[config.mk]
export PLATFORM = sky130hd
export DESIGN_NAME = ascii_decimal_number_parser_core
export DESIGN_NICKNAME = d
export VERILOG_FILES = /design/src/rtl/core/adnp_pkg.sv /design/src/rtl/core/adnp_front.sv /design/src/rtl/core/adnp_queue.sv /design/src/rtl/core/adnp_back.sv /design/src/rtl/core/ascii_decimal_number_parser_core.sv
export SDC_FILE = /design/constraint.sdc
export NUM_CORES = 2
export LEC_CHECK = 0
export BUFFER_PORTS_ARGS = -buffer_cell sky130_fd_sc_hd__buf_2
export CAP_MARGIN = 20
export CORE_MARGIN = 2
export CORE_UTILIZATION = 45
export CTS_CLUSTER_DIAMETER = 50
export CTS_CLUSTER_SIZE = 14
export DETAILED_ROUTE_END_ITERATION = 10
export GPL_TIMING_DRIVEN = 0
export PLACE_DENSITY = 0.7
export SYNTH_ARGS = -nofsm -noshare
export SYNTH_HDL_FRONTEND = slang
export SYNTH_HIERARCHICAL = 1
export SYNTH_SLANG_ARGS = --single-unit
[constraint.sdc]
create_clock -name clk -period 8.5 [get_ports clk]
set_input_delay 2.125 -clock clk [delete_from_list [all_inputs] [get_ports clk]]
set_output_delay 2.125 -clock clk [all_outputs]
set_load 0.05 [all_outputs]
[src/rtl/core/adnp_pkg.sv]
// Shared types, constants and helpers for the decimal number parser.
`timescale 1ns / 1ps
package adnp_pkg;

  localparam int MAX_FRACTION_DIGITS = 8;
  localparam int MAX_INTEGER_DIGITS  = 9;
  localparam int MAX_EXPONENT_DIGITS = 3;

  localparam int INT_W   = $clog2(10 ** MAX_INTEGER_DIGITS);
  localparam int FRAC_W  = $clog2(10 ** MAX_FRACTION_DIGITS);
  localparam int EXPA_W  = $clog2(10 ** MAX_EXPONENT_DIGITS);
  localparam int P10_W   = $clog2(10 ** MAX_FRACTION_DIGITS + 1);
  localparam int FD_W    = 4;
  localparam int SIG_W   = 57;
  localparam int EXP_W   = 11;
  localparam int STAT_W  = 2;
  localparam int BYTE_W  = 8;

  localparam longint INT_LIMIT  = 10 ** MAX_INTEGER_DIGITS - 1;
  localparam longint FRAC_LIMIT = 10 ** MAX_FRACTION_DIGITS - 1;
  localparam longint EXPA_LIMIT = 10 ** MAX_EXPONENT_DIGITS - 1;

  localparam int CFG_W      = 20;
  localparam int CFG_ADDR_W = 2;
  localparam logic [CFG_ADDR_W-1:0] REG_DECIMAL_MARK    = 2'd0;
  localparam logic [CFG_ADDR_W-1:0] REG_FIELD_SEPARATOR = 2'd1;
  localparam logic [CFG_ADDR_W-1:0] REG_VALUE_COUNT     = 2'd2;

  localparam logic [BYTE_W-1:0] RST_DECIMAL_MARK    = 8'd46;
  localparam logic [BYTE_W-1:0] RST_FIELD_SEPARATOR = 8'd44;
  localparam logic [CFG_W-1:0]  RST_VALUE_COUNT     = 20'd1;

  localparam logic [BYTE_W-1:0] CH_MINUS  = 8'h2d;
  localparam logic [BYTE_W-1:0] CH_PLUS   = 8'h2b;
  localparam logic [BYTE_W-1:0] CH_E_UP   = 8'h45;
  localparam logic [BYTE_W-1:0] CH_E_LOW  = 8'h65;
  localparam logic [BYTE_W-1:0] CH_ZERO   = 8'h30;
  localparam logic [BYTE_W-1:0] CH_NINE   = 8'h39;
  localparam logic [BYTE_W-1:0] CH_LF     = 8'h0a;
  localparam logic [BYTE_W-1:0] CH_CR     = 8'h0d;
  localparam logic [BYTE_W-1:0] CH_NUL    = 8'h00;

  localparam logic [STAT_W-1:0] ST_OK    = 2'd0;
  localparam logic [STAT_W-1:0] ST_FRAC  = 2'd1;
  localparam logic [STAT_W-1:0] ST_EARLY = 2'd2;
  localparam logic [STAT_W-1:0] ST_OVF   = 2'd3;

  localparam int OUT_TDATA_W = 72;

  // one finished field, handed from the front to the back
  typedef struct packed {
    logic                     neg;
    logic [INT_W-1:0]         int_acc;
    logic [FRAC_W-1:0]        frac_acc;
    logic [FD_W-1:0]          frac_digits;
    logic signed [EXP_W-1:0]  exponent;
    logic [STAT_W-1:0]        status;
    logic                     finished;
  } adnp_rec_t;

  function automatic logic [P10_W-1:0] pow10(input logic [FD_W-1:0] n);
    logic [P10_W-1:0] p;
    p = '0;
    for (int i = 0; i <= MAX_FRACTION_DIGITS; i++) begin
      if (n == FD_W'(i)) p = P10_W'(10 ** i);
    end
    return p;
  endfunction

endpackage

[src/rtl/core/adnp_front.sv]
// Front end: config registers, byte classification and per-field accumulation.
`timescale 1ns / 1ps
module adnp_front #(
  parameter int COUNT_BITS = 20
) (
  input  logic                              clk,
  input  logic                              rst_n,
  input  logic                              in_tvalid,
  output logic                              in_tready,
  input  logic [adnp_pkg::BYTE_W-1:0]       in_tdata,
  input  logic                              cfg_we,
  input  logic [adnp_pkg::CFG_ADDR_W-1:0]   cfg_addr,
  input  logic [adnp_pkg::CFG_W-1:0]        cfg_data,
  output logic                              rec_valid,
  input  logic                              rec_ready,
  output adnp_pkg::adnp_rec_t               rec
);
  import adnp_pkg::*;

  localparam int CMP_W = (COUNT_BITS > CFG_W) ? COUNT_BITS : CFG_W;

  logic [BYTE_W-1:0]     dec_mark_r;
  logic [BYTE_W-1:0]     field_sep_r;
  logic [CFG_W-1:0]      value_count_r;

  logic [INT_W-1:0]      int_acc_r, int_acc_nxt;
  logic [FRAC_W-1:0]     frac_acc_r, frac_acc_nxt;
  logic [FD_W-1:0]       fd_r, fd_nxt;
  logic [EXPA_W-1:0]     exp_acc_r, exp_acc_nxt;
  logic                  mant_neg_r, mant_neg_nxt;
  logic                  exp_neg_r, exp_neg_nxt;
  logic                  in_frac_r, in_frac_nxt;
  logic                  in_exp_r, in_exp_nxt;
  logic                  ovf_r, ovf_nxt;
  logic [COUNT_BITS-1:0] done_r, done_nxt;
  logic                  halted_r, halted_nxt;

  logic [INT_W+3:0]      int_v;
  logic [FRAC_W+3:0]     frac_v;
  logic [EXPA_W+3:0]     exp_v;
  logic [3:0]            digit;
  logic                  take;
  logic                  is_digit;
  logic                  is_term;
  logic                  err_frac;
  logic signed [EXP_W-1:0] e_val;
  logic                  push;
  adnp_rec_t             rec_d;

  assign in_tready = halted_r || rec_ready;
  assign take      = in_tvalid && in_tready && !halted_r;
  assign digit     = in_tdata[3:0];
  assign is_digit  = (in_tdata >= CH_ZERO) && (in_tdata <= CH_NINE);
  assign is_term   = (in_tdata == field_sep_r) || (in_tdata == CH_LF) ||
                     (in_tdata == CH_CR) || (in_tdata == CH_NUL);
  assign err_frac  = fd_r > FD_W'(MAX_FRACTION_DIGITS);

  assign int_v  = (INT_W+4)'(int_acc_r) * (INT_W+4)'(10) + (INT_W+4)'(digit);
  assign frac_v = (FRAC_W+4)'(frac_acc_r) * (FRAC_W+4)'(10) + (FRAC_W+4)'(digit);
  assign exp_v  = (EXPA_W+4)'(exp_acc_r) * (EXPA_W+4)'(10) + (EXPA_W+4)'(digit);

  always_comb begin
    e_val = '0;
    if (in_exp_r) begin
      e_val = exp_neg_r ? -$signed(EXP_W'(exp_acc_r)) : $signed(EXP_W'(exp_acc_r));
    end
  end

  always_comb begin
    int_acc_nxt  = int_acc_r;
    frac_acc_nxt = frac_acc_r;
    fd_nxt       = fd_r;
    exp_acc_nxt  = exp_acc_r;
    mant_neg_nxt = mant_neg_r;
    exp_neg_nxt  = exp_neg_r;
    in_frac_nxt  = in_frac_r;
    in_exp_nxt   = in_exp_r;
    ovf_nxt      = ovf_r;
    done_nxt     = done_r;
    halted_nxt   = halted_r;
    push         = 1'b0;
    rec_d        = '0;
    if (take) begin
      if (in_tdata == CH_MINUS) begin
        if (in_exp_r) exp_neg_nxt = 1'b1;
        else mant_neg_nxt = 1'b1;
      end else if (in_tdata == CH_PLUS) begin
        // sign plus carries no information
      end else if (in_tdata == CH_E_UP || in_tdata == CH_E_LOW) begin
        in_exp_nxt  = 1'b1;
        in_frac_nxt = 1'b0;
      end else if (is_digit) begin
        if (in_frac_r) begin
          if (fd_r < FD_W'(MAX_FRACTION_DIGITS)) begin
            if (frac_v > (FRAC_W+4)'(FRAC_LIMIT)) begin
              ovf_nxt      = 1'b1;
              frac_acc_nxt = FRAC_W'(FRAC_LIMIT);
            end else begin
              frac_acc_nxt = frac_v[FRAC_W-1:0];
            end
          end
          if (fd_r != '1) fd_nxt = fd_r + 1'b1;
        end else if (in_exp_r) begin
          if (exp_v > (EXPA_W+4)'(EXPA_LIMIT)) begin
            ovf_nxt     = 1'b1;
            exp_acc_nxt = EXPA_W'(EXPA_LIMIT);
          end else begin
            exp_acc_nxt = exp_v[EXPA_W-1:0];
          end
        end else begin
          if (int_v > (INT_W+4)'(INT_LIMIT)) begin
            ovf_nxt     = 1'b1;
            int_acc_nxt = INT_W'(INT_LIMIT);
          end else begin
            int_acc_nxt = int_v[INT_W-1:0];
          end
        end
      end else if (in_tdata == dec_mark_r) begin
        in_frac_nxt = 1'b1;
        in_exp_nxt  = 1'b0;
      end else if (is_term) begin
        push = 1'b1;
        if (err_frac || ovf_r) begin
          rec_d.status   = err_frac ? ST_FRAC : ST_OVF;
          rec_d.finished = 1'b1;
          halted_nxt     = 1'b1;
        end else begin
          done_nxt = (done_r != '1) ? done_r + 1'b1 : done_r;
          rec_d.neg         = mant_neg_r;
          rec_d.int_acc     = int_acc_r;
          rec_d.frac_acc    = frac_acc_r;
          rec_d.frac_digits = fd_r;
          rec_d.exponent    = e_val - $signed(EXP_W'(fd_r));
          rec_d.status      = ST_OK;
          if (in_tdata == CH_NUL) begin
            rec_d.finished = 1'b1;
            if (CMP_W'(done_nxt) < CMP_W'(value_count_r)) rec_d.status = ST_EARLY;
          end else begin
            rec_d.finished = CMP_W'(done_nxt) >= CMP_W'(value_count_r);
          end
          halted_nxt = rec_d.finished;
        end
        int_acc_nxt  = '0;
        frac_acc_nxt = '0;
        fd_nxt       = '0;
        exp_acc_nxt  = '0;
        mant_neg_nxt = 1'b0;
        exp_neg_nxt  = 1'b0;
        in_frac_nxt  = 1'b0;
        in_exp_nxt   = 1'b0;
        ovf_nxt      = 1'b0;
      end
    end
  end

  assign rec_valid = push;
  assign rec       = rec_d;

  always_ff @(posedge clk) begin
    if (!rst_n) begin
      dec_mark_r    <= RST_DECIMAL_MARK;
      field_sep_r   <= RST_FIELD_SEPARATOR;
      value_count_r <= RST_VALUE_COUNT;
    end else if (cfg_we) begin
      case (cfg_addr)
        REG_DECIMAL_MARK:    dec_mark_r    <= cfg_data[BYTE_W-1:0];
        REG_FIELD_SEPARATOR: field_sep_r   <= cfg_data[BYTE_W-1:0];
        REG_VALUE_COUNT:     value_count_r <= cfg_data;
        default: ;
      endcase
    end
  end

  always_ff @(posedge clk) begin
    if (!rst_n) begin
      int_acc_r  <= '0;
      frac_acc_r <= '0;
      fd_r       <= '0;
      exp_acc_r  <= '0;
      mant_neg_r <= 1'b0;
      exp_neg_r  <= 1'b0;
      in_frac_r  <= 1'b0;
      in_exp_r   <= 1'b0;
      ovf_r      <= 1'b0;
      done_r     <= '0;
      halted_r   <= 1'b0;
    end else begin
      int_acc_r  <= int_acc_nxt;
      frac_acc_r <= frac_acc_nxt;
      fd_r       <= fd_nxt;
      exp_acc_r  <= exp_acc_nxt;
      mant_neg_r <= mant_neg_nxt;
      exp_neg_r  <= exp_neg_nxt;
      in_frac_r  <= in_frac_nxt;
      in_exp_r   <= in_exp_nxt;
      ovf_r      <= ovf_nxt;
      done_r     <= done_nxt;
      halted_r   <= halted_nxt;
    end
  end

endmodule

[src/rtl/core/adnp_queue.sv]
// Two-entry field queue between the front and back ends.
`timescale 1ns / 1ps
module adnp_queue (
  input  logic                clk,
  input  logic                rst_n,
  input  logic                wr_valid,
  output logic                wr_ready,
  input  adnp_pkg::adnp_rec_t wr_rec,
  output logic                rd_valid,
  input  logic                rd_ready,
  output adnp_pkg::adnp_rec_t rd_rec
);
  import adnp_pkg::*;

  adnp_rec_t  entry_r [2];
  logic       wr_ptr_r;
  logic       rd_ptr_r;
  logic [1:0] count_r;
  logic       do_wr;
  logic       do_rd;

  assign wr_ready = count_r != 2'd2;
  assign rd_valid = count_r != 2'd0;
  assign rd_rec   = entry_r[rd_ptr_r];
  assign do_wr    = wr_valid && wr_ready;
  assign do_rd    = rd_valid && rd_ready;

  always_ff @(posedge clk) begin
    if (do_wr) entry_r[wr_ptr_r] <= wr_rec;
  end

  always_ff @(posedge clk) begin
    if (!rst_n) begin
      wr_ptr_r <= 1'b0;
      rd_ptr_r <= 1'b0;
      count_r  <= 2'd0;
    end else begin
      if (do_wr) wr_ptr_r <= !wr_ptr_r;
      if (do_rd) rd_ptr_r <= !rd_ptr_r;
      case ({do_wr, do_rd})
        2'b10:   count_r <= count_r + 2'd1;
        2'b01:   count_r <= count_r - 2'd1;
        default: count_r <= count_r;
      endcase
    end
  end

endmodule

[src/rtl/core/adnp_back.sv]
// Back end: significand multiply-add pipeline and the output register.
`timescale 1ns / 1ps
module adnp_back (
  input  logic                          clk,
  input  logic                          rst_n,
  input  logic                          rec_valid,
  output logic                          rec_ready,
  input  adnp_pkg::adnp_rec_t           rec,
  output logic                          out_valid,
  input  logic                          out_ready,
  output logic                          out_neg,
  output logic [adnp_pkg::SIG_W-1:0]    out_sig,
  output logic signed [adnp_pkg::EXP_W-1:0] out_exp,
  output logic [adnp_pkg::STAT_W-1:0]   out_status,
  output logic                          out_fin
);
  import adnp_pkg::*;

  logic                    s1_valid_r;
  logic [INT_W+P10_W-1:0]  s1_mul_r;
  logic [FRAC_W-1:0]       s1_frac_r;
  logic                    s1_neg_r;
  logic signed [EXP_W-1:0] s1_exp_r;
  logic [STAT_W-1:0]       s1_status_r;
  logic                    s1_fin_r;

  logic                    o_valid_r;
  logic                    o_neg_r;
  logic [SIG_W-1:0]        o_sig_r;
  logic signed [EXP_W-1:0] o_exp_r;
  logic [STAT_W-1:0]       o_status_r;
  logic                    o_fin_r;

  logic                    o_en;
  logic                    s1_en;

  assign o_en      = !o_valid_r || out_ready;
  assign s1_en     = !s1_valid_r || o_en;
  assign rec_ready = s1_en;

  // stage 1: integer part scaled by 10^fraction_digits
  always_ff @(posedge clk) begin
    if (s1_en) begin
      s1_mul_r    <= (INT_W+P10_W)'(rec.int_acc) * (INT_W+P10_W)'(pow10(rec.frac_digits));
      s1_frac_r   <= rec.frac_acc;
      s1_neg_r    <= rec.neg;
      s1_exp_r    <= rec.exponent;
      s1_status_r <= rec.status;
      s1_fin_r    <= rec.finished;
    end
  end

  always_ff @(posedge clk) begin
    if (s1_valid_r && o_en) begin
      o_sig_r    <= SIG_W'(s1_mul_r) + SIG_W'(s1_frac_r);
      o_neg_r    <= s1_neg_r;
      o_exp_r    <= s1_exp_r;
      o_status_r <= s1_status_r;
      o_fin_r    <= s1_fin_r;
    end
  end

  always_ff @(posedge clk) begin
    if (!rst_n) begin
      s1_valid_r <= 1'b0;
      o_valid_r  <= 1'b0;
    end else begin
      if (s1_en) s1_valid_r <= rec_valid;
      if (o_en)  o_valid_r  <= s1_valid_r;
    end
  end

  assign out_valid  = o_valid_r;
  assign out_neg    = o_neg_r;
  assign out_sig    = o_sig_r;
  assign out_exp    = o_exp_r;
  assign out_status = o_status_r;
  assign out_fin    = o_fin_r;

endmodule

[src/rtl/core/ascii_decimal_number_parser_core.sv]
// Top level of the ASCII decimal number parser: front, queue and back end.
//
//  channel | dir | handshake              | payload
//  --------+-----+------------------------+------------------------------------------
//  in_     | in  | in_tvalid / in_tready   | in_tdata: one text byte
//  out_    | out | out_tvalid / out_tready | tdata: sign, significand, exponent;
//          |     |                         | tuser: status; tlast: finished
//  cfg_    | in  | cfg_we                  | cfg_addr register index, cfg_data value
//
// One byte per cycle is taken while in_tready is high; the front accumulates each digit
// as its byte is taken. A terminator byte is written to the queue at its accepting edge,
// then passes the multiply stage and the output register to become a result.
// Reset is synchronous; after reset the block is ready at once, no clearing pass.
// in_tready drops only while the two-entry queue is full; after a finished
// result every byte is taken and dropped until reset.
`timescale 1ns / 1ps
module ascii_decimal_number_parser_core #(
  parameter int COUNT_BITS = 20
) (
  input  logic                              clk,
  input  logic                              rst_n,
  input  logic                              in_tvalid,
  output logic                              in_tready,
  input  logic [7:0]                        in_tdata,    // [7:0] data_byte
  output logic                              out_tvalid,
  input  logic                              out_tready,
  output logic [adnp_pkg::OUT_TDATA_W-1:0]  out_tdata,   // [0] is_negative,
                                                         // [57:1] significand,
                                                         // [68:58] decimal_exponent
  output logic [adnp_pkg::STAT_W-1:0]       out_tuser,   // [1:0] status
  output logic                              out_tlast,   // finished
  input  logic                              cfg_we,
  input  logic [adnp_pkg::CFG_ADDR_W-1:0]   cfg_addr,
  input  logic [adnp_pkg::CFG_W-1:0]        cfg_data
);
  import adnp_pkg::*;

  logic                    f_valid;
  logic                    f_ready;
  adnp_rec_t               f_rec;
  logic                    q_valid;
  logic                    q_ready;
  adnp_rec_t               q_rec;
  logic                    b_neg;
  logic [SIG_W-1:0]        b_sig;
  logic signed [EXP_W-1:0] b_exp;

  adnp_front #(.COUNT_BITS(COUNT_BITS)) u_front (
    .clk       (clk),
    .rst_n     (rst_n),
    .in_tvalid (in_tvalid),
    .in_tready (in_tready),
    .in_tdata  (in_tdata),
    .cfg_we    (cfg_we),
    .cfg_addr  (cfg_addr),
    .cfg_data  (cfg_data),
    .rec_valid (f_valid),
    .rec_ready (f_ready),
    .rec       (f_rec)
  );

  adnp_queue u_queue (
    .clk      (clk),
    .rst_n    (rst_n),
    .wr_valid (f_valid),
    .wr_ready (f_ready),
    .wr_rec   (f_rec),
    .rd_valid (q_valid),
    .rd_ready (q_ready),
    .rd_rec   (q_rec)
  );

  adnp_back u_back (
    .clk        (clk),
    .rst_n      (rst_n),
    .rec_valid  (q_valid),
    .rec_ready  (q_ready),
    .rec        (q_rec),
    .out_valid  (out_tvalid),
    .out_ready  (out_tready),
    .out_neg    (b_neg),
    .out_sig    (b_sig),
    .out_exp    (b_exp),
    .out_status (out_tuser),
    .out_fin    (out_tlast)
  );

  assign out_tdata = {(OUT_TDATA_W - 1 - SIG_W - EXP_W)'(0), b_exp, b_sig, b_neg};

`ifndef NO_ASSERTIONS
  // nothing may follow the finished result
  a_quiet_after_last: assert property (@(posedge clk) disable iff (!rst_n)
    out_tvalid && out_tready && out_tlast |=> !out_tvalid)
    else $error("result after finished transaction");

  a_error_zeroed: assert property (@(posedge clk) disable iff (!rst_n)
    out_tvalid && (out_tuser == ST_FRAC || out_tuser == ST_OVF) |->
      out_tdata == '0 && out_tlast)
    else $error("error result carries value bits or is not final");

  a_early_final: assert property (@(posedge clk) disable iff (!rst_n)
    out_tvalid && out_tuser == ST_EARLY |-> out_tlast)
    else $error("early end result is not final");
`endif

endmodule

==> metrics <==
status=finished, final reports clean; Layout fillers=10229; Routed Antenna Nets=0; TritonCTS clock tree=done; Die Y=340.7 µm; vias in the first global route=38337; Hold Path Class=reg2reg; first-pass GRT wire length=225400 µm; Placement Setup Slack=-2.265 ns; CP dominant cell by count=fa_1; CP Capture Type=flip-flop; I/O pin total=112; vias=37980; port bufs=106; Final Net Count=6519; r2r setup slk=0.15 ns; switching share of power=0.4079; CP Launch Type=flip-flop; hpwl dp=120500 µm; Logic pwr share=0.459; setup TNS=0 ns; Mapped Area=51000 µm²; H-tree depth=2; GPL Wtd Cong=1.010; Power per Cell Area=156.4 nW/µm²; CTS buffer count=45; FF-to-FF End=u_back/s1_mul_r[56]; CTS Hold Buffers Added=0; R2R cell count=27; VDD IR max=0.1344 mV; clock skew=0.03570 ns; critical path's top delay family=adder cells; switching power=3.590 mW; syn_area_per_cell=9.813 µm²; GR Overflow Total=0; gr usage total=0.2528; leading post-synthesis cells by cell area=fa_1, edfxtp_1, ha_1; Power Internal=5.210 mW; pin count of the biggest net entering global routing=75; Max-slew headroom=0.2961; die footprint=116000 µm²; clk_lat worst skew=0.62 ns; commonest non-fill, non-tap cells in the layout=inv_1, fa_1, nand2_1; Max stage delay on crit path=0.58 ns; Final Hold Viols=0; Slew Limit Fails=0; Hold Startpoint=u_back/s1_exp_r[9]; CTS clock-pin slew for the worst setup and hold paths=0.06 ns; fraction of layout cells with a size suffix above 1=0.1077; Slowest cell on crit path=fa_1; Achievable Freq=119.7 MHz; sequential power share=0.326; Hold EP=u_back/out_exp[9]; CP Data Arrival Time=8.68 ns; drt first pass iters=5; core area=112500 µm²; number of DRC markers in iteration 0=3161; TritonCTS sink count=463; leading area contributor after synthesis=fa_1; setup violators final=0; Crit path required time=8.83 ns; Die X=340.7 µm; Via-to-Cell Ratio=5.474; critical path peak fanout=11; most common cell after layout, fill and taps aside=inv_1; DRC Markers=0; post-route clock period utilization=0.9829; Clk pwr share=0.215; wire per inst=21.20 µm; total of max-cap violations=0; FP Rows=123; Syn. warnings=6; Worst Tran Pin Value=1.052 ns; FF/Latch Area=12510 µm²; final WL=147100 µm; Initial Utilization=0.4533; post-synth top area share=0.2544; worst hold path depth=0; Max Root-Sink Buffers=3; post-synth cell types=106; area of the multi-input gates=35010 µm²; initial antenna violation count=6; synthesized instance count=5197; clk root buf=clkbuf_16; Post-synth EDFFs=323; final worst slack=0.1453 ns; Synth Register Bits=463; Buf/Inv on CP=8; sequential area share after synthesis=0.2451; share of flip-flops with an asynchronous set or reset=0; Period minus WS final=8.355 ns; Post-synth top flop=edfxtp_1; Leakage=26.11 nW; kind of critical path=reg2reg; Layout area overhead=10.32%
## worst max path at each step
stage / from / end / slack, ns / depth (start not counted)
2_1_floorplan: flip-flop / u_back/s1_mul_r[56] / 0.31 / 30
3_3_place_gp: flip-flop / u_back/s1_mul_r[54] / -3.04 / 28
3_5_place_dp: flip-flop / u_back/s1_mul_r[54] / -2.27 / 30
4_1_cts: flip-flop / u_back/s1_mul_r[56] / 0.006 / 33
5_1_grt: flip-flop / u_back/s1_mul_r[53] / -0.04 / 28
6_report: flip-flop / u_back/s1_mul_r[56] / 0.15 / 27
## power by group through the flow
| stage | registers (mW) | logic, mW | clock network [mW] |
|---|---|---|---|
| final | 2.87 | 4.04 | 1.89 |
| after global routing | 2.88 | 4.42 | 2.02 |
| after CTS | 2.87 | 3.85 | 1.94 |
| after detailed placement | 2.91 | 3.77 | 0 |
| after global placement | 2.93 | 3.72 | 0 |
| after floorplan | 3.05 | 2.46 | 0 |
## Yosys cell counts, types with 46 or more instances
| cell | instances |
|---|---|
| a21oi_1 | 157 |
| nor2b_1 | 51 |
| nand3_1 | 98 |
| o21ai_0 | 125 |
| nor2_1 | 172 |
| edfxtp_1 | 323 |
| clkbuf_1 | 197 |
| ha_1 | 436 |
| xnor2_1 | 181 |
| fa_1 | 648 |
| xor2_1 | 81 |
| a21boi_0 | 46 |
| inv_1 | 839 |
| mux2_2 | 79 |
| and3_1 | 146 |
| and2_1 | 336 |
| nand2_1 | 485 |
| dfxtp_1 | 140 |
| nand4_1 | 49 |
| nor3_1 | 73 |
| a21o_1 | 65 |
## layout make-up
type | count | area share
clock buffers | 60 | 0.02102
clock inverters | 20 | 0.003269
plain buffers | 206 | 0.02053
diodes | 5 | 0.0002224
flip-flops and latches | 463 | 0.2223
well taps | 1500 | 0.03336
multi-input cells | 3672 | 0.6222
inverters | 839 | 0.05633
repair buffers | 173 | 0.02082
## state kept, by name (all words and copies together), names as in the netlist, 10 cells and up, named ones only
| signal | flops |
|---|---|
| u_back/out_exp | 11 |
| u_back/s1_mul_r | 57 |
| u_front/exp_acc_r | 10 |
| u_queue/entry_r | 152 |
| u_back/s1_exp_r | 11 |
| u_front/int_acc_r | 30 |
| u_front/done_r | 20 |
| u_back/out_sig | 57 |
| u_front/value_count_r | 20 |
| u_back/s1_frac_r | 27 |
| u_front/frac_acc_r | 27 |
## repair_timing
action / CTS / global route
buffers inserted: 24 / 32
pin swaps: 13 / 55
resized for setup: 172 / 182
endpoints found under the setup margin: 42 / 21
cloned: 1 / 1
## per-stage QoR
step,cells,cell area (µm²),power (mW),hold WS (ns),utilization
4_1_cts,6909,55620,8.655,0.4220,0.4944
3_5_place_dp,6813,53580,6.688,0.4065,0.4763
5_1_grt,6933,56250,9.318,0.4280,0.5000
2_1_floorplan,5199,51010,5.517,0.4003,-
3_3_place_gp,6805,53420,6.643,0.4049,0.4748
6_report,6938,56260,8.800,0.4209,0.5001
## logic make-up (layout without fill, tap and decap cells)
group | after synthesis | in the layout | share of synthesized area
AO/OA/AOI/OAI | 663 | 663 | 0.08862
XOR/XNOR | 262 | 262 | 0.04499
buffers and inverters | 1064 | 1298 | 0.07961
adder cells (fa/ha/maj) | 1084 | 1084 | 0.3613
AND/OR/NAND/NOR | 1557 | 1557 | 0.1581
multiplexers | 103 | 103 | 0.02215
flip-flops | 463 | 463 | 0.2451
other | 1 | 8 | 0.00007353
## metal layers
metal	vias to the layer above	global-route usage	wire length, µm
met3	302	0.04935	12460
met1	18700	0.3480	62830
li1	17516	-	-
met5	-	0	65
met2	1454	0.3979	65840
met4	8	0.09068	5890
No activity file was read; power rests on OpenSTA's default activity.
